--- src/rtl/par_pkg.sv ---
// ----------------------------------------------------------------------------
// par_pkg
// Shared types and constants of the Pareto archive update block.
// ----------------------------------------------------------------------------
`default_nettype none

package par_pkg;

	localparam int CAPACITY  = 64;
	localparam int NUM_OBJ   = 4;
	localparam int OBJ_WIDTH = 32;
	localparam int TAG_W     = 16;
	localparam int IDX_W     = $clog2(CAPACITY);
	localparam int CNT_W     = $clog2(CAPACITY + 1);
	localparam int CFG_W     = 3;

	localparam logic [CFG_W-1:0] K_RESET = CFG_W'(NUM_OBJ);

	localparam int IN_BITS  = NUM_OBJ * OBJ_WIDTH + TAG_W + IDX_W;
	localparam int IN_W     = ((IN_BITS + 7) / 8) * 8;
	localparam int RES_BITS = 3 + 2 * CNT_W + NUM_OBJ * OBJ_WIDTH + TAG_W;
	localparam int OUT_W    = ((RES_BITS + 7) / 8) * 8;

	localparam logic OP_INSERT = 1'b0;
	localparam logic OP_READ   = 1'b1;

	typedef logic signed [OBJ_WIDTH-1:0] obj_t;
	typedef obj_t [NUM_OBJ-1:0] obj_vec_t;

	typedef struct packed {
		logic [TAG_W-1:0] tag;
		obj_vec_t         obj;
	} entry_t;

	typedef struct packed {
		logic [IN_W-IN_BITS-1:0] pad;
		logic [IDX_W-1:0]        read_index;
		logic [TAG_W-1:0]        sol_tag;
		obj_vec_t                obj;
	} in_t;

	typedef struct packed {
		logic [OUT_W-RES_BITS-1:0] pad;
		logic [TAG_W-1:0]          read_tag;
		obj_vec_t                  read_obj;
		logic                      read_valid;
		logic [CNT_W-1:0]          front_count;
		logic [CNT_W-1:0]          removed_count;
		logic                      overflow;
		logic                      accepted;
	} res_t;

	typedef struct packed {
		logic ent_dom;
		logic cand_dom;
	} par_dom_t;

	typedef enum logic [2:0] {
		ST_IDLE,
		ST_WALK,
		ST_FINISH,
		ST_READ,
		ST_DONE
	} par_state_t;

endpackage

`default_nettype wire

--- src/rtl/par_dom.sv ---
// ----------------------------------------------------------------------------
// par_dom
// Dominance compare unit: stored entry against candidate over active objectives.
// ----------------------------------------------------------------------------
`default_nettype none

module par_dom (
	input  par_pkg::obj_vec_t           ent,
	input  par_pkg::obj_vec_t           cand,
	input  logic [par_pkg::CFG_W-1:0]   k,
	output par_pkg::par_dom_t           dom
);
	import par_pkg::*;

	logic [CFG_W-1:0]   keff;
	logic [NUM_OBJ-1:0] gt;
	logic [NUM_OBJ-1:0] lt;

	// zero counts as one, anything above the objective count is clamped
	always_comb begin
		if (k == '0) begin
			keff = CFG_W'(1);
		end else if (k > K_RESET) begin
			keff = K_RESET;
		end else begin
			keff = k;
		end
	end

	always_comb begin
		for (int j = 0; j < NUM_OBJ; j++) begin
			gt[j] = (j < int'(keff)) && ($signed(ent[j]) > $signed(cand[j]));
			lt[j] = (j < int'(keff)) && ($signed(ent[j]) < $signed(cand[j]));
		end
		dom.ent_dom  = (|gt) && !(|lt);
		dom.cand_dom = (|lt) && !(|gt);
	end

endmodule

`default_nettype wire

--- config.mk ---
export PLATFORM = sky130hd
export DESIGN_NAME = par_dom
export DESIGN_NICKNAME = d
export VERILOG_FILES = /design/src/rtl/par_pkg.sv /design/src/rtl/par_dom.sv
export SDC_FILE = /design/constraint.sdc
export NUM_CORES = 1
export LEC_CHECK = 0
export BUFFER_PORTS_ARGS = -buffer_cell sky130_fd_sc_hd__clkbuf_2
export CAP_MARGIN = 20
export CORE_MARGIN = 2
export CORE_UTILIZATION = 25
export DETAILED_ROUTE_END_ITERATION = 10
export PLACE_DENSITY = 0.62
export SYNTH_ARGS = -nofsm -noshare
export SYNTH_HDL_FRONTEND = slang
export SYNTH_SLANG_ARGS = --single-unit
export TNS_END_PERCENT = 20
--- constraint.sdc ---
create_clock -name vclk -period 4.4
set_clock_uncertainty 0.1 [all_clocks]
set_input_delay 0.88 -clock vclk [all_inputs]
set_output_delay 0.88 -clock vclk [all_outputs]
set_load 0.1 [all_outputs]
==> summary.txt, run 1 <==
Synthesis
  • Synthesized area per cell: 7.18 um2
  • Distinct cells, synth: 41
  • Syn Inst Count: 476
  • Synthesis Warnings: 0
  • Sequential area share after synthesis: 0
  • Synthesized Nets: 863
  • Mapped Area: 3420 um2

Min path
  • Min-delay worst type: input pin to output pin

Power
  • Total power draw: 428 uW
  • PwrDens: 85.5 nW/um2
  • Clock share of power: 0
  • Peak VDD IR: 0.0303 mV
  • Sw Share: 0.486
  • Flop pwr share: 0
  • Comb pwr share: 1.000
  • P_sw: 208 uW
  • LEAKAGE: 3.29 nW
  • Pint: 220 uW

STA
  • RSZ-0062 raised after global routing: false
  • Slew Limit Fails: 0
  • Tcrit/Tclk final: 0.954
  • Max Clock Freq: 238 MHz
  • Minimum clock period after layout: 4.20 ns
  • Final hold slack: 2.26 ns
  • Final Setup Violations: 0
  • Sum Neg Setup Slack: 0 ns
  • Hold Vio Cnt, Final: 0
  • Max-slew headroom: 0.646
  • Worst-Margin Slew: 0.517 ns

Floorplan
  • Core Area: 13300 um2
  • IO Count: 261
  • Initial core utilization: 0.257
  • Chip height: 121 um
  • Die area: 14600 um2
  • Die X: 121 um
  • Cell Rows: 42

Place
  • Port bufs: 261
  • Final HPWL DP: 10200 um
  • Gp weighted congestion: 0.810

Cells and area
  • Fill cell count: 1438
  • Fraction of layout cells with a size suffix above 1: 0.378
  • Multi-input logic area: 2940 um2
  • Nets: 1128
  • Clock buf count: 0
  • Seq. cell area: 0 um2
  • Most frequent cells in the layout: 259 x clkbuf_2, 132 x inv_1, 128 x ha_1
  • Synthesis-to-finish area growth: 46.5%
  • Antenna Cells: 0
  • Most common cell after layout, fill and taps aside: clkbuf_2
  • Seq_cells: 0

Routing
  • Routed vias/inst: 4.42
  • Total number of vias: 4044
  • Routed len/inst: 11.4 um
  • First-iteration detailed-routing DRC count: 46
  • Detail Route Antenna Nets: 0
  • DRC violations left: 0
  • Drt pass-1 iters: 4
  • Drt total wl: 10400 um

Outcome
  • Status: finished clean

Clocking
  • Hold buffers post-CTS: 0
  • Postcts setup bufs: 0

Worst setup path
  • Arrival time worst endpoint: 3.22 ns
  • Type of origin of the critical path: input pin
  • Worst-path fanout max: 5
  • Critical Path End Type: output pin
  • Setup Crit Path Kind: input pin to output pin
  • WP data required: 3.42 ns

Run
  • Number of max-cap violations: 0

GRT
  • Largest net degree at the start of global routing: 6
  • Global-route wire length before repair: 17000 um
  • Gr usage total: 0.138
  • Initial antenna violation count: 0
  • Vias in the first global route: 4098
  • Grt total ovfl: 0
==> per-stage QoR <==
step	util	setup WS (ns)	instance area (um2)	std cells
floorplan	-	0.00167	3430	476
global placement	0.376	0.148	5000	915
detailed placement	0.376	0.113	5000	915
CTS	0.376	0.110	5000	915
global route	0.376	0.000536	5000	915
finish	0.376	0.204	5000	915
==> power by group through the flow <==
| stage | registers, mW | clock network, mW | logic, mW |
|---|---|---|---|
| floorplan | 0 | 0 | 0.245 |
| global placement | 0 | 0 | 0.429 |
| detailed placement | 0 | 0 | 0.433 |
| CTS | 0 | 0 | 0.436 |
| global route | 0 | 0 | 0.499 |
| finish | 0 | 0 | 0.428 |
==> cells by family (layout without fill, tap and decap cells) <==
kind of cell	count (synthesis)	count (layout)	synth area share
buf+inv	132	395	0.145
fa+ha+maj	128	128	0.469
compound gates	114	114	0.213
simple gates	101	101	0.170
mux	1	1	0.00330
==> layer usage <==
metal,routed length (um),track usage
met5,0,0
met1,4060,0.150
met2,5200,0.276
met3,1010,0.0305
met4,126,0.0138
==> cell type report <==
type | instances | share of cell area
Inverter | 132 | 0.0990
Multi-Input combinational cell | 344 | 0.587
Tap cell | 176 | 0.0440
Timing Repair Buffer | 263 | 0.270
==> cell usage after synthesis, types with 2 or more instances <==
library cell  number  area, um2
nand4_2            3       37.5
o21bai_1           4       30.0
a21o_1            20        150
inv_1            132        495
and3_1             2       12.5
nand3_1           12       60.1
ha_1             128       1600
o211ai_1           5       37.5
nor3_1             6       30.0
a31oi_1            3       18.8
a211oi_2           3       37.5
nand2b_1           2       12.5
nor2b_1            4       25.0
a21oi_1           48        240
and4_1             5       43.8
o21ai_0           15       75.1
nand4_1           22        138
nor2_1            11       41.3
a211oi_1           4       30.0
nand2_1           25       93.8
nor4_1             2       12.5
==> worst max-delay path: stages <==
cell,delay (ns)
clkbuf_2,0.08
inv_1,0.03
ha_1,0.34
nand4_2,0.14
nor4_4,0.37
a31oi_1,0.07
mux2_2,0.29
a211oi_2,0.23
a311oi_1,0.09
a211oi_2,0.28
o211a_1,0.25
buf_12,0.18
==> path summary, 6_finish.rpt <==
path | startpoint | endpoint | slack, ns | depth (start not counted)
setup / recovery | cand[95] | dom[0] | 0.20 | 12
hold / removal | k[1] | dom[1] | 2.26 | 5
==> what timing repair did <==
| action | in CTS | in global routing |
|---|---|---|
| hold endpoints to repair | 0 | 0 |
| resized for setup | 0 | 1 |
| endpoints found under the setup margin | 0 | 2 |
No activity file was read; power rests on OpenSTA's default activity.
==> run 2: changes to the inputs <==
ABC_AREA = 1   (was default)
PLACE_DENSITY = 0.61   (was 0.62)
==> run 2 against run 1 <==
  * Setup slack improved by 0.45 ns
  * Combinational power grew 6.3%
  * Utilization decreased by 1.5 points
  * Design area grew 4.3%
  * Maximum frequency grew 12%
  * Final cell count up 15%
  * Critical path depth grew 4
  * Wire length decreased by 0.48%
==> summary.txt, run 2 <==
Floorplan
  • Core Area: 14400 um2
  • Die area: 15600 um2
  • Die X: 125 um
  • IO Count: 261
  • Initial core utilization: 0.253
  • Chip height: 125 um
  • Cell Rows: 44

Synthesis
  • Distinct cells, synth: 23
  • Area contributors post-synth: ha_1 44%, inv_1 17%, nand2_1 15%, a21oi_1 7.8%, nor2_1 4.6%
  • Synthesized area per cell: 6.02 um2
  • Sequential area share after synthesis: 0
  • Post-synth top cells: 162 x inv_1, 145 x nand2_1, 128 x ha_1, 57 x a21oi_1, 45 x nor2_1
  • Mapped Area: 3650 um2
  • Synthesis Warnings: 0
  • Syn Inst Count: 607
  • Top-count cell post-synth: inv_1
  • Yosys top cell by area: ha_1
  • Synthesized Nets: 994
  • Share of the synthesized area in the top cell type: 0.439

Place
  • Gp weighted congestion: 0.809
  • Port bufs: 261
  • Final HPWL DP: 10100 um

Power
  • Flop pwr share: 0
  • Pint: 222 uW
  • Total power draw: 455 uW
  • Comb pwr share: 1.000
  • LEAKAGE: 3.63 nW
  • Sw Share: 0.512
  • PwrDens: 87.1 nW/um2
  • Peak VDD IR: 0.0288 mV
  • Clock share of power: 0
  • P_sw: 233 uW

Worst setup path
  • Arrival time worst endpoint: 2.77 ns
  • Type of origin of the critical path: input pin
  • Most frequent cell on the critical path: nand2_1
  • WP data required: 3.42 ns
  • CP top delay family: simple AND/OR/NAND/NOR gates
  • Delay of the slowest cell on the worst path: 0.35 ns
  • Setup Crit Path Kind: input pin to output pin
  • Slowest-stage cell, CP: ha_1
  • Worst-path fanout max: 5
  • CP Buf/Inv Count: 4
  • Critical Path End Type: output pin
  • CP cell instances: clkbuf_2 -> inv_1 -> ha_1 -> nand2_1 -> nor2_1 -> and2_1 -> and3_1 -> nand2_2 -> nand2_2 -> nand2_1 -> nand3_1 -> nand2_1 -> inv_1 -> nand2_1 -> nor2_1 -> buf_12

Cells and area
  • Seq_cells: 0
  • Seq. cell area: 0 um2
  • Clock buf count: 0
  • Nets: 1257
  • Most frequent cells in the layout: 259 x clkbuf_2, 162 x inv_1, 145 x nand2_1
  • Synthesis-to-finish area growth: 42.9%
  • Most common cell after layout, fill and taps aside: clkbuf_2
  • Antenna Cells: 0
  • Fraction of layout cells with a size suffix above 1: 0.319

STA
  • Minimum clock period after layout: 3.75 ns
  • Worst-Margin Slew: 0.274 ns
  • RSZ-0062 raised after global routing: false
  • Tcrit/Tclk final: 0.851
  • Sum Neg Setup Slack: 0 ns
  • Max Clock Freq: 267 MHz
  • Final Setup Violations: 0
  • Slew Limit Fails: 0
  • Hold Vio Cnt, Final: 0
  • Max-slew headroom: 0.817

Routing
  • Drt pass-1 iters: 4
  • DRC violations left: 0
  • Detail Route Antenna Nets: 0
  • Routed vias/inst: 4.14
  • First-iteration detailed-routing DRC count: 86
  • Drt total wl: 10300 um
  • Routed len/inst: 9.83 um
  • Total number of vias: 4360

Clocking
  • # resized after CTS: 0
  • Hold buffers post-CTS: 0
  • Postcts setup bufs: 0

GRT
  • Initial antenna violation count: 0
  • Vias in the first global route: 4268
  • Grt total ovfl: 0
  • Global-route wire length before repair: 17300 um
  • Gr usage total: 0.127
  • Largest net degree at the start of global routing: 6

Outcome
  • Status: finished clean

Min path
  • Min-delay worst type: input pin to output pin

Run
  • Number of max-cap violations: 0
==> run 2: through the flow <==
stage	cell area, um2	worst slack [ns]	util	hold slack, ns	cells
6_report	5220	0.654	0.362	2.27	1052
3_3_place_gp	5220	0.665	0.362	2.28	1052
4_1_cts	5220	0.622	0.362	2.28	1052
5_1_grt	5220	0.423	0.362	2.32	1052
2_1_floorplan	3650	0.0709	-	2.20	607
3_5_place_dp	5220	0.635	0.362	2.28	1052
==> run 2: kinds of logic (layout without fill, tap and decap cells) <==
group,count (synthesis),after routing,synth area share
buffers and inverters,166,427,0.171
AND/OR/NAND/NOR,231,231,0.266
adder cells (fa/ha/maj),128,128,0.439
AO/OA/AOI/OAI,82,82,0.125
==> run 2: layout make-up <==
cell class                      count  area [um2]
Multi-Input combinational cell    441        3030
Fill cell                        1592        9210
Timing Repair Buffer              261        1340
Inverter                          166         623
Tap cell                          184         230
==> run 2: worst min-delay path, cell delays in order <==
cell and delay, ns:
clkbuf_2 0.14, nand3_2 0.09, nand2_2 0.08, inv_2 0.03, nand2_1 0.05, nor2_1 0.06, buf_12 0.16
==> run 2: power by group through the flow <==
stage / Combinational, mW / Sequential [mW] / Clock [mW]
final: 0.455 / 0 / 0
after global routing: 0.534 / 0 / 0
after CTS: 0.465 / 0 / 0
after detailed placement: 0.461 / 0 / 0
after global placement: 0.458 / 0 / 0
after floorplan: 0.272 / 0 / 0
==> run 2: path summary, 6_finish.rpt <==
path	start	to	slack (ns)	cells past startpoint
min	k[2]	dom[1]	2.27	7
max	cand[63]	dom[0]	0.65	16
==> run 2: layer usage <==
metal,share of wire,wire length (um),GRT usage,vias to the layer above
li1,-,-,-,2431
met2,0.48,5010,0.249,157
met3,0.078,802,0.0168,6
met1,0.43,4450,0.153,1766
met5,0,0,0,-
met4,0.0074,76,0.00915,0
