<file path="config.mk">
export PLATFORM = sky130hd
export DESIGN_NAME = par_ram
export DESIGN_NICKNAME = d
export VERILOG_FILES = /design/src/rtl/par_ram.sv
export SDC_FILE = /design/constraint.sdc
export NUM_CORES = 1
export LEC_CHECK = 0
export BUFFER_PORTS_ARGS = -buffer_cell sky130_fd_sc_hd__buf_4
export CAP_MARGIN = 5
export CORE_MARGIN = 8
export CORE_UTILIZATION = 65
export DETAILED_ROUTE_END_ITERATION = 10
export HOLD_SLACK_MARGIN = 0.1
export PLACE_DENSITY = 0.87
export REMOVE_ABC_BUFFERS = 1
export SETUP_SLACK_MARGIN = 0.2
export SYNTH_ARGS = -nofsm -noshare
export SYNTH_HDL_FRONTEND = slang
export SYNTH_SLANG_ARGS = --single-unit
</file>
<file path="constraint.sdc">
create_clock -name clk -period 4.15 [get_ports clk]
set_input_delay 0.2075 -clock clk [delete_from_list [all_inputs] [get_ports clk]]
set_output_delay 0.2075 -clock clk [all_outputs]
set_load 0.005 [all_outputs]
</file>
<file path="src/rtl/par_ram.sv">
// ----------------------------------------------------------------------------
// par_ram
// Generic single write port, single read port RAM with registered read.
// ----------------------------------------------------------------------------
`default_nettype none

module par_ram #(
	parameter int WIDTH = 8,
	parameter int DEPTH = 16
) (
	input  logic                     clk,
	input  logic                     we,
	input  logic [$clog2(DEPTH)-1:0] waddr,
	input  logic [WIDTH-1:0]         wdata,
	input  logic                     re,
	input  logic [$clog2(DEPTH)-1:0] raddr,
	output logic [WIDTH-1:0]         rdata
);

	logic [WIDTH-1:0] mem [DEPTH];

	always_ff @(posedge clk) begin
		if (we) begin
			mem[waddr] <= wdata;
		end
		if (re) begin
			rdata <= mem[raddr];
		end
	end

endmodule

`default_nettype wire

</file>
==> results of run 1 <==
## power by group
group / leakage (µW) / switching, µW / internal [µW] / total, µW
combinational: 0.000559 / 79.9 / 68.3 / 148
clock: 0.000261 / 538 / 902 / 1440
sequential: 0.00124 / 9.67 / 1550 / 1560
total: 0.00206 / 627 / 2520 / 3150
## stage by stage
| step | std cells | worst slack [ns] | area [µm²] |
|---|---|---|---|
| after floorplan | 219 | 2.45 | 5140 |
| after global placement | 350 | 2.10 | 5490 |
| after detailed placement | 350 | 2.00 | 5490 |
| after CTS | 391 | 2.42 | 6170 |
| after global routing | 391 | 2.32 | 6170 |
| final | 391 | 2.44 | 6170 |
## cells by family after synthesis
| family | synth area share, % |
|---|---|
| buffers and inverters | 1.65 |
| flip-flops | 78.1 |
| AND/OR/NAND/NOR | 3.14 |
| multiplexers | 14.8 |
| AO/OA/AOI/OAI | 2.30 |
## layout make-up
class / count / area, µm²
fill: 383 / 1600
tap: 102 / 128
multi-input combinational: 83 / 1060
clock buffer: 17 / 414
timing repair buffer: 40 / 328
clock inverter: 13 / 158
sequential: 136 / 4080
## worst max-delay path by stage
stage | startpoint | to
after floorplan | waddr[2] | mem[0][0]
after global placement | waddr[2] | mem[0][4]
after detailed placement | waddr[2] | mem[0][4]
after CTS | waddr[0] | mem[0][7]
after global routing | waddr[0] | mem[0][7]
final | waddr[0] | mem[0][7]
## sequential cells by signal, indices dropped and copies added (netlist names)
register,cells
mem,128
rdata,8
## Yosys cell counts (all sizes together)
cell type and count:
nor2b 1, clkdlybuf4s25 3, nor3 4, mux4 32, nand2b 2, and2b 1
nand2 9, and2 1, buf 7, nand3 1, edfxtp 136, nor2 13
nand3b 2, a22oi 16, or3b 1
## timing repair
item	CTS	global route
hold buffers	11	0
gates resized for setup	0	0
endpoints found under the hold margin	137	0
setup buffers	0	0
## metal layers
metal	wire, µm	global-route usage [%]
met1	4170	25.4
met2	5310	31.9
met3	792	5.79
met4	78	7.04
met5	0	0
==> results.py, run 1 <==
metrics = {
    "run_status": {
        "status": "finished, final reports clean",
    },
    "yosys": {
        "synthTopCellsByArea": "edfxtp_1 (78%), mux4_2 (7.8%), mux4_1 (7.0%), a22oi_1 (2.3%), nor2_1 (0.93%)",
        "synth.distinct_cells": 18,
        "postSynthCellCount": 229,
        "synth-seq-area-share_pct": 78.1,
        "synth_top_area_cell": "edfxtp_1",
        "synth_top_area_share_pct": 78.1,
        "yosys_register_bits": 136,
        "avgSynthCellArea_um2": 22.8,
        "synth_warnings": 0,
        "syn_area_um2": 5230,
    },
    "placement": {
        "dpl.hpwl_um": 5860,
        "gp_congestion": 0.781,
        "port_buffers": 26,
    },
    "pwr": {
        "p_per_area_nw_per_um2": 510,
        "ir_worst_vdd_v": 0.000367,
        "leakagePower_uw": 0.00206,
        "p_total_uw": 3150,
    },
    "grt": {
        "antenna_found_initial": 0,
        "grt_max_degree": 33,
        "grt_pass1_wl_um": 15900,
        "first_global_vias": 2676,
        "grt_use_total_pct": 19.9,
        "grt-ovfl-total": 0,
    },
    "critical_path": {
        "critPathKind": "input port to flip-flop",
        "timing.rr.end": "rdata[3]",
        "cp.depth": 3,
        "cpMaxStageDelayCell": "nor3_1",
        "arrival_ns": 1.84,
        "start_kind": "input port",
        "worstReg2RegStart": "mem[2][3]",
        "slowest_delay_ns": 0.92,
        "rrSetupSlack_ns": 2.61,
        "cpLargestDelayFamily": "simple AND/OR/NAND/NOR gates",
        "cp_num_buf_inv": 2,
        "rr_worst_depth": 3,
        "crit_required_ns": 4.27,
        "endpoint_kind": "flip-flop",
        "crit_chain": "dlygate4sd3_1, buf_4, nor3_1",
        "critPathMaxFanout": 8,
    },
    "sta": {
        "rsz0062_at_grt": "false",
        "fmax_mhz": 583,
        "skew_ns": 0.00741,
        "finalCriticalPeriod_ns": 1.71,
        "finalMaxSlewViolations": 0,
        "hold-worst-slack_ns": 0.221,
        "worstMarginPinSlew_ns": 1.16,
        "hold_viol": 0,
        "setup_viol": 0,
        "relSlewSlack_pct": 21.9,
        "tns_ns": 0,
        "fin_crit_sh_pct": 41.3,
    },
    "die": {
        "coreArea_um2": 7770,
        "die_y_um": 106,
        "fp-row-count": 32,
        "start_util_pct": 67.3,
        "die_area_um2": 11200,
        "die_x_um": 106,
        "io_pins": 27,
    },
    "detailed_routing": {
        "drtIter0Drc": 156,
        "viasPerCell": 6.35,
        "firstDrtPassIters": 4,
        "antenna_left": 0,
        "vias": 2482,
        "drc": 0,
        "wl_um": 10300,
        "wire_per_inst_um": 26.5,
    },
    "clocking": {
        "cts_root_buf": "clkbuf_8",
        "cts_tree": "yes",
        "htree_levels": 4,
        "numCtsBuffers": 17,
        "clk_pin_slew_ns": 0.06,
        "cts_sinks": 136,
        "clock_latency_ns": 0.51,
        "clockBufferDepth": 2,
    },
    "min_path": {
        "hp-class": "input port to flip-flop",
        "hold_end": "mem[0][0]",
        "hp-start": "waddr[1]",
        "holdPathStages": 2,
    },
    "final_layout": {
        "final_nets": 297,
        "final_cell_mix": "edfxtp_1 (136), buf_4 (29), mux4_2 (18), a22oi_1 (16), clkbuf_16 (16)",
        "fin_util_pct": 79.4,
        "final_layout_size_suffix_gt1_share_pct": 26.6,
        "layout_commonest_cell": "edfxtp_1",
        "area_growth_pct": 18.0,
        "diodes": 0,
    },
    "flow_run": {
        "cap_violations": 0,
    },
}
(Power assumes the default switching activity.)
==> run 2: changes to the inputs <==
--- a/config.mk
+++ b/config.mk
@@ -8,10 +8,10 @@
 export BUFFER_PORTS_ARGS = -buffer_cell sky130_fd_sc_hd__buf_4
 export CAP_MARGIN = 5
 export CORE_MARGIN = 8
-export CORE_UTILIZATION = 65
+export CORE_UTILIZATION = 60
 export DETAILED_ROUTE_END_ITERATION = 10
 export HOLD_SLACK_MARGIN = 0.1
-export PLACE_DENSITY = 0.87
+export PLACE_DENSITY = 0.81
 export REMOVE_ABC_BUFFERS = 1
 export SETUP_SLACK_MARGIN = 0.2
 export SYNTH_ARGS = -nofsm -noshare
==> constraint.sdc (replaced) <==
create_clock -name clk -period 1.8 [get_ports clk]
set_input_delay 0.09 -clock clk [delete_from_list [all_inputs] [get_ports clk]]
set_output_delay 0.09 -clock clk [all_outputs]
set_load 0.005 [all_outputs]
==> run 2 against run 1 <==
Net effect:
- power grew 140%
- largest power group is now clock
- sequential cell count is the same
- critical path type is now flip-flop to flip-flop
- final area up 4.0%
- global-route usage shrank 0.54 points
- setup slack got worse by 2.2 ns
- clock power rose to 2.6 times the previous value
- critical endpoint is now rdata[4]
- via count is 3.2% higher
- register-to-register slack lost 2.4 ns
- worst hold slack got worse by 0.0077 ns
==> results.py, run 2 (synthesis gave the netlist of run 1 again) <==
metrics = {
    "run_status": {
        "status": "finished, final reports clean",
    },
    "final_layout": {
        "postLayoutCellArea_um2": 6410,
        "layout_commonest_cell": "edfxtp_1",
        "final_cell_mix": "edfxtp_1 (136), buf_4 (44), mux4_2 (18), a22oi_1 (16), clkbuf_16 (16)",
        "final_layout_size_suffix_gt1_share_pct": 30.4,
        "ff_latch_area_um2": 4080,
        "reg_top3": "mem x128, rdata x8",
        "final_nets": 315,
        "fillCellCount": 482,
        "largest_reg_flops": 128,
        "stdcell_count": 417,
        "diodes": 0,
        "multi_input_area_um2": 1060,
        "largest-register": "mem",
        "area_growth_pct": 22.7,
    },
    "critical_path": {
        "critPathKind": "flip-flop to flip-flop",
        "critPathMaxFanout": 1,
        "crit_required_ns": 2.04,
        "rr_worst_depth": 3,
        "cpMaxStageDelayCell": "mux4_2",
        "arrival_ns": 1.79,
        "start_kind": "flip-flop",
        "worstReg2RegStart": "mem[3][4]",
        "crit_chain": "mux4_2, a22oi_1, nand2_1",
        "critical_path.startpoint": "mem[3][4]",
        "slowest_delay_ns": 0.49,
        "endpoint_kind": "flip-flop",
    },
    "placement": {
        "dp_cells": 373,
        "port_buffers": 26,
        "dpl.hpwl_um": 6110,
        "place_area_um2": 5650,
        "gp_congestion": 0.756,
    },
    "die": {
        "die_area_um2": 12000,
        "coreArea_um2": 8590,
        "fp-row-count": 34,
        "io_pins": 27,
        "start_util_pct": 60.8,
        "die_y_um": 109,
        "die_x_um": 109,
    },
    "sta": {
        "fmax_mhz": 645,
        "tns_ns": 0,
        "relSlewSlack_pct": 70.1,
        "rsz0062_at_grt": "false",
        "skew_ns": 0.00553,
        "setup_viol": 0,
        "hold_viol": 0,
        "finalCriticalPeriod_ns": 1.55,
        "fin_crit_sh_pct": 86.1,
        "worstMarginPinSlew_ns": 0.449,
        "finalMaxSlewViolations": 0,
    },
    "min_path": {
        "hp-start": "waddr[3]",
        "holdPathStages": 4,
        "hp-class": "input port to flip-flop",
    },
    "detailed_routing": {
        "wire_per_inst_um": 24.9,
        "drtIter0Drc": 225,
        "firstDrtPassIters": 4,
        "antenna_left": 0,
        "drc": 0,
        "vias": 2561,
        "viasPerCell": 6.14,
        "wl_um": 10400,
    },
    "pwr": {
        "ir_worst_vdd_v": 0.000761,
        "p_per_area_nw_per_um2": 1200,
        "leakagePower_uw": 0.00221,
    },
    "clocking": {
        "cts_sinks": 136,
        "clock_latency_ns": 0.51,
        "cts_root_buf": "clkbuf_8",
        "numCtsBuffers": 17,
        "cts_resized": 0,
        "clockBufferDepth": 2,
        "cts_setup_buffers": 0,
        "cts_tree": "yes",
        "clk_pin_slew_ns": 0.06,
        "htree_levels": 4,
        "cts_hold_buf": 12,
    },
    "flow_run": {
        "cap_violations": 0,
    },
    "grt": {
        "antenna_found_initial": 0,
        "grt_use_total_pct": 19.3,
        "grt_pass1_wl_um": 15900,
        "first_global_vias": 2607,
        "grt-ovfl-total": 0,
        "grt_max_degree": 33,
    },
}
[run 2: power by group]
group	switching, µW	internal (µW)	leakage, µW
Clock	1230	2520	0.000309
Combinational	189	177	0.000663
Sequential	20.7	3570	0.00124
Total	1440	6270	0.00221
[run 2: area by class of cell]
class,instances,share of cell area (%)
Tap cell,108,2.11
Timing Repair Buffer,58,7.65
Sequential cell,136,63.7
Multi-Input combinational cell,83,16.5
Clock buffer,19,6.57
Clock inverter,13,3.53
[run 2: routing by layer]
metal / global-route usage (%) / part of all wire, %
met1: 25.4 / 41
met2: 30.3 / 50
met3: 5.16 / 7.3
met4: 7.62 / 1.6
met5: 0 / 0
[run 2: per-stage QoR]
step	utilization [%]	hold WS, ns	total power (µW)	setup WS [ns]
floorplan	-	0.189	3790	0.217
global placement	65.7	0.385	3980	0.198
detailed placement	65.7	0.394	4000	0.181
CTS	74.7	0.194	7750	0.253
global route	74.7	0.213	7910	0.227
finish	74.7	0.213	7710	0.250
[run 2: worst paths after layout]
path / end / slack (ns)
max: rdata[4] / 0.25
min: mem[2][6] / 0.21
max reg2reg: rdata[4] / 0.25
min reg2reg: rdata[0] / 0.75
[run 2: worst max-delay path: cells and delay by family, from the launching register on]
kind / cells / cell delay (ns)
DFF: 1 / 0.37
muxes: 1 / 0.49
and+or+nand+nor: 1 / 0.15
AOI/OAI and AO/OA: 1 / 0.28
==> run 3: changes to the inputs <==
--- a/config.mk
+++ b/config.mk
@@ -7,11 +7,11 @@
 export LEC_CHECK = 0
 export BUFFER_PORTS_ARGS = -buffer_cell sky130_fd_sc_hd__buf_4
 export CAP_MARGIN = 5
-export CORE_MARGIN = 8
-export CORE_UTILIZATION = 60
+export CORE_MARGIN = 3
+export CORE_UTILIZATION = 50
 export DETAILED_ROUTE_END_ITERATION = 10
 export HOLD_SLACK_MARGIN = 0.1
-export PLACE_DENSITY = 0.81
+export PLACE_DENSITY = 0.7
 export REMOVE_ABC_BUFFERS = 1
 export SETUP_SLACK_MARGIN = 0.2
 export SYNTH_ARGS = -nofsm -noshare
==> run 3 against run 2 <==
Net effect:
- setup slack improved by 0.020 ns
- sequential power about the same
- count of clock-buffer cells in the layout decreased by 1
- sequential cell count unchanged
- clock power decreased by 7.7%
- wire length decreased by 7.0%
- first-iteration DRC count decreased by 28%
- critical path depth increased by 2
- via count decreased by 2.1%
- non-clock buffer count increased by 2
- critical path type is now input port to flip-flop
- critical endpoint is now mem[0][4]
- highest routed layer unchanged
==> results.py, run 3 (synthesis gave the netlist of run 1 again) <==
metrics = {
    "die": {
        "coreArea_um2": 9950,
        "die_x_um": 108,
        "fp-row-count": 36,
        "start_util_pct": 52.5,
        "die_y_um": 108,
        "die_area_um2": 11700,
        "io_pins": 27,
    },
    "flow_run": {
        "cap_violations": 0,
    },
    "sta": {
        "rsz0062_at_grt": "false",
        "skew_ns": 0.00893,
        "tns_ns": 0,
        "setup_viol": 0,
        "finalCriticalPeriod_ns": 1.53,
        "fin_crit_sh_pct": 85.0,
        "relSlewSlack_pct": 74.7,
        "fmax_mhz": 654,
        "finalMaxSlewViolations": 0,
        "hold_viol": 0,
        "worstMarginPinSlew_ns": 0.380,
    },
    "critical_path": {
        "crit_chain": "dlygate4sd3_1, buf_4, nor3_1, dlygate4sd3_1, buf_4",
        "worstReg2RegStart": "mem[8][3]",
        "rrSetupSlack_ns": 0.35,
        "arrival_ns": 1.74,
        "cpMaxStageDelayCell": "dlygate4sd3_1",
        "endpoint_kind": "flip-flop",
        "rr_worst_depth": 3,
        "slowest_delay_ns": 0.57,
        "critPathKind": "input port to flip-flop",
        "timing.rr.end": "rdata[3]",
        "cp_num_buf_inv": 4,
        "crit_required_ns": 2.01,
        "critPathMaxFanout": 8,
        "start_kind": "input port",
        "cpLargestDelayFamily": "buffers and inverters",
    },
    "detailed_routing": {
        "antenna_left": 0,
        "firstDrtPassIters": 4,
        "met3_length_um": 541,
        "top_layer": "met4",
        "met1_length_um": 4080,
        "vias": 2507,
        "drc": 0,
        "viasPerCell": 5.65,
        "drtIter0Drc": 163,
        "wl_um": 9660,
        "wire_per_inst_um": 21.8,
        "met2WireLength_um": 4980,
    },
    "min_path": {
        "hp-start": "waddr[3]",
        "hold_end": "mem[2][2]",
        "holdPathStages": 4,
        "hp-class": "input port to flip-flop",
    },
    "final_layout": {
        "largest_reg_flops": 128,
        "final_cell_mix": "edfxtp_1 (136), buf_4 (45), mux4_2 (18), a22oi_1 (16), clkbuf_16 (16)",
        "postLayoutCellArea_um2": 6420,
        "layout_commonest_cell": "edfxtp_1",
        "largest-register": "mem",
        "diodes": 0,
        "fillCellCount": 676,
        "stdcell_count": 444,
        "reg_top3": "mem x128, rdata x8",
        "area_growth_pct": 22.9,
        "final_nets": 317,
        "final_layout_size_suffix_gt1_share_pct": 30.2,
    },
    "grt": {
        "antenna_found_initial": 0,
        "first_global_vias": 2567,
        "grt-ovfl-total": 0,
        "grt_use_total_pct": 18.2,
        "grt_max_degree": 19,
        "grt_pass1_wl_um": 14900,
    },
    "clocking": {
        "htree_levels": 4,
        "numCtsBuffers": 17,
        "cts_root_buf": "clkbuf_8",
        "cts_sinks": 136,
        "cts_tree": "yes",
        "clockBufferDepth": 2,
        "clk_pin_slew_ns": 0.06,
        "clock_latency_ns": 0.51,
    },
    "placement": {
        "gp_congestion": 0.702,
        "dp_cells": 400,
        "dpl.hpwl_um": 6110,
        "place_area_um2": 5710,
        "port_buffers": 26,
    },
    "pwr": {
        "ir_worst_vdd_v": 0.000531,
        "p_per_area_nw_per_um2": 1150,
        "leakagePower_uw": 0.00219,
    },
    "run_status": {
        "status": "finished, final reports clean",
    },
}
run 3: worst max-delay path by stage:
stage                        start        end  slack (ns)  cells past startpoint
after global routing      waddr[1]  mem[0][6]        0.24                      5
after floorplan           waddr[2]  mem[0][0]        0.22                      2
after CTS                 waddr[1]  mem[0][1]        0.33                      5
final                     waddr[1]  mem[0][4]        0.27                      5
after detailed placement  raddr[0]   rdata[4]        0.22                      5
after global placement    raddr[0]   rdata[4]        0.23                      5
run 3: stage by stage:
| step | hold slack, ns | power, µW | utilization, % | setup slack, ns |
|---|---|---|---|---|
| final | 0.202 | 7420 | 64.5 | 0.271 |
| after global routing | 0.220 | 7640 | 64.5 | 0.235 |
| after CTS | 0.181 | 7460 | 64.5 | 0.326 |
| after detailed placement | 0.402 | 4010 | 57.3 | 0.218 |
| after global placement | 0.398 | 3990 | 57.3 | 0.230 |
| after floorplan | 0.189 | 3790 | - | 0.217 |
run 3: power by group:
part	internal [µW]	switching, µW	total (µW)
clock	2230	1230	3460
sequential	3570	18.8	3590
combinational	182	186	367
run 3: tightest hold or removal path: cells and delay by family:
kind | cells | cell delay, ns
buffers and inverters | 2 | 0.26
AND/OR/NAND/NOR | 2 | 0.18
run 3: final cells by class:
class | instances | area [µm²] | area share [%]
clock buffer | 18 | 418 | 6.51
clock inverter | 14 | 180 | 2.80
multi-input combinational | 83 | 1060 | 16.5
sequential | 136 | 4080 | 63.6
tap | 133 | 166 | 2.59
timing repair buffer | 60 | 518 | 8.06
run 3: what timing repair did:
action | in CTS | in global routing
buffers inserted | 0 | 0
gates resized for setup | 0 | 0
hold buffers | 12 | 0
hold endpoints to repair | 161 | 0
run 3: metal layers:
metal / up-vias / global-route usage (%)
li1: 1118 / -
met1: 1307 / 24.9
met2: 76 / 29.0
met3: 6 / 4.54
met4: 0 / 6.49
met5: - / 0
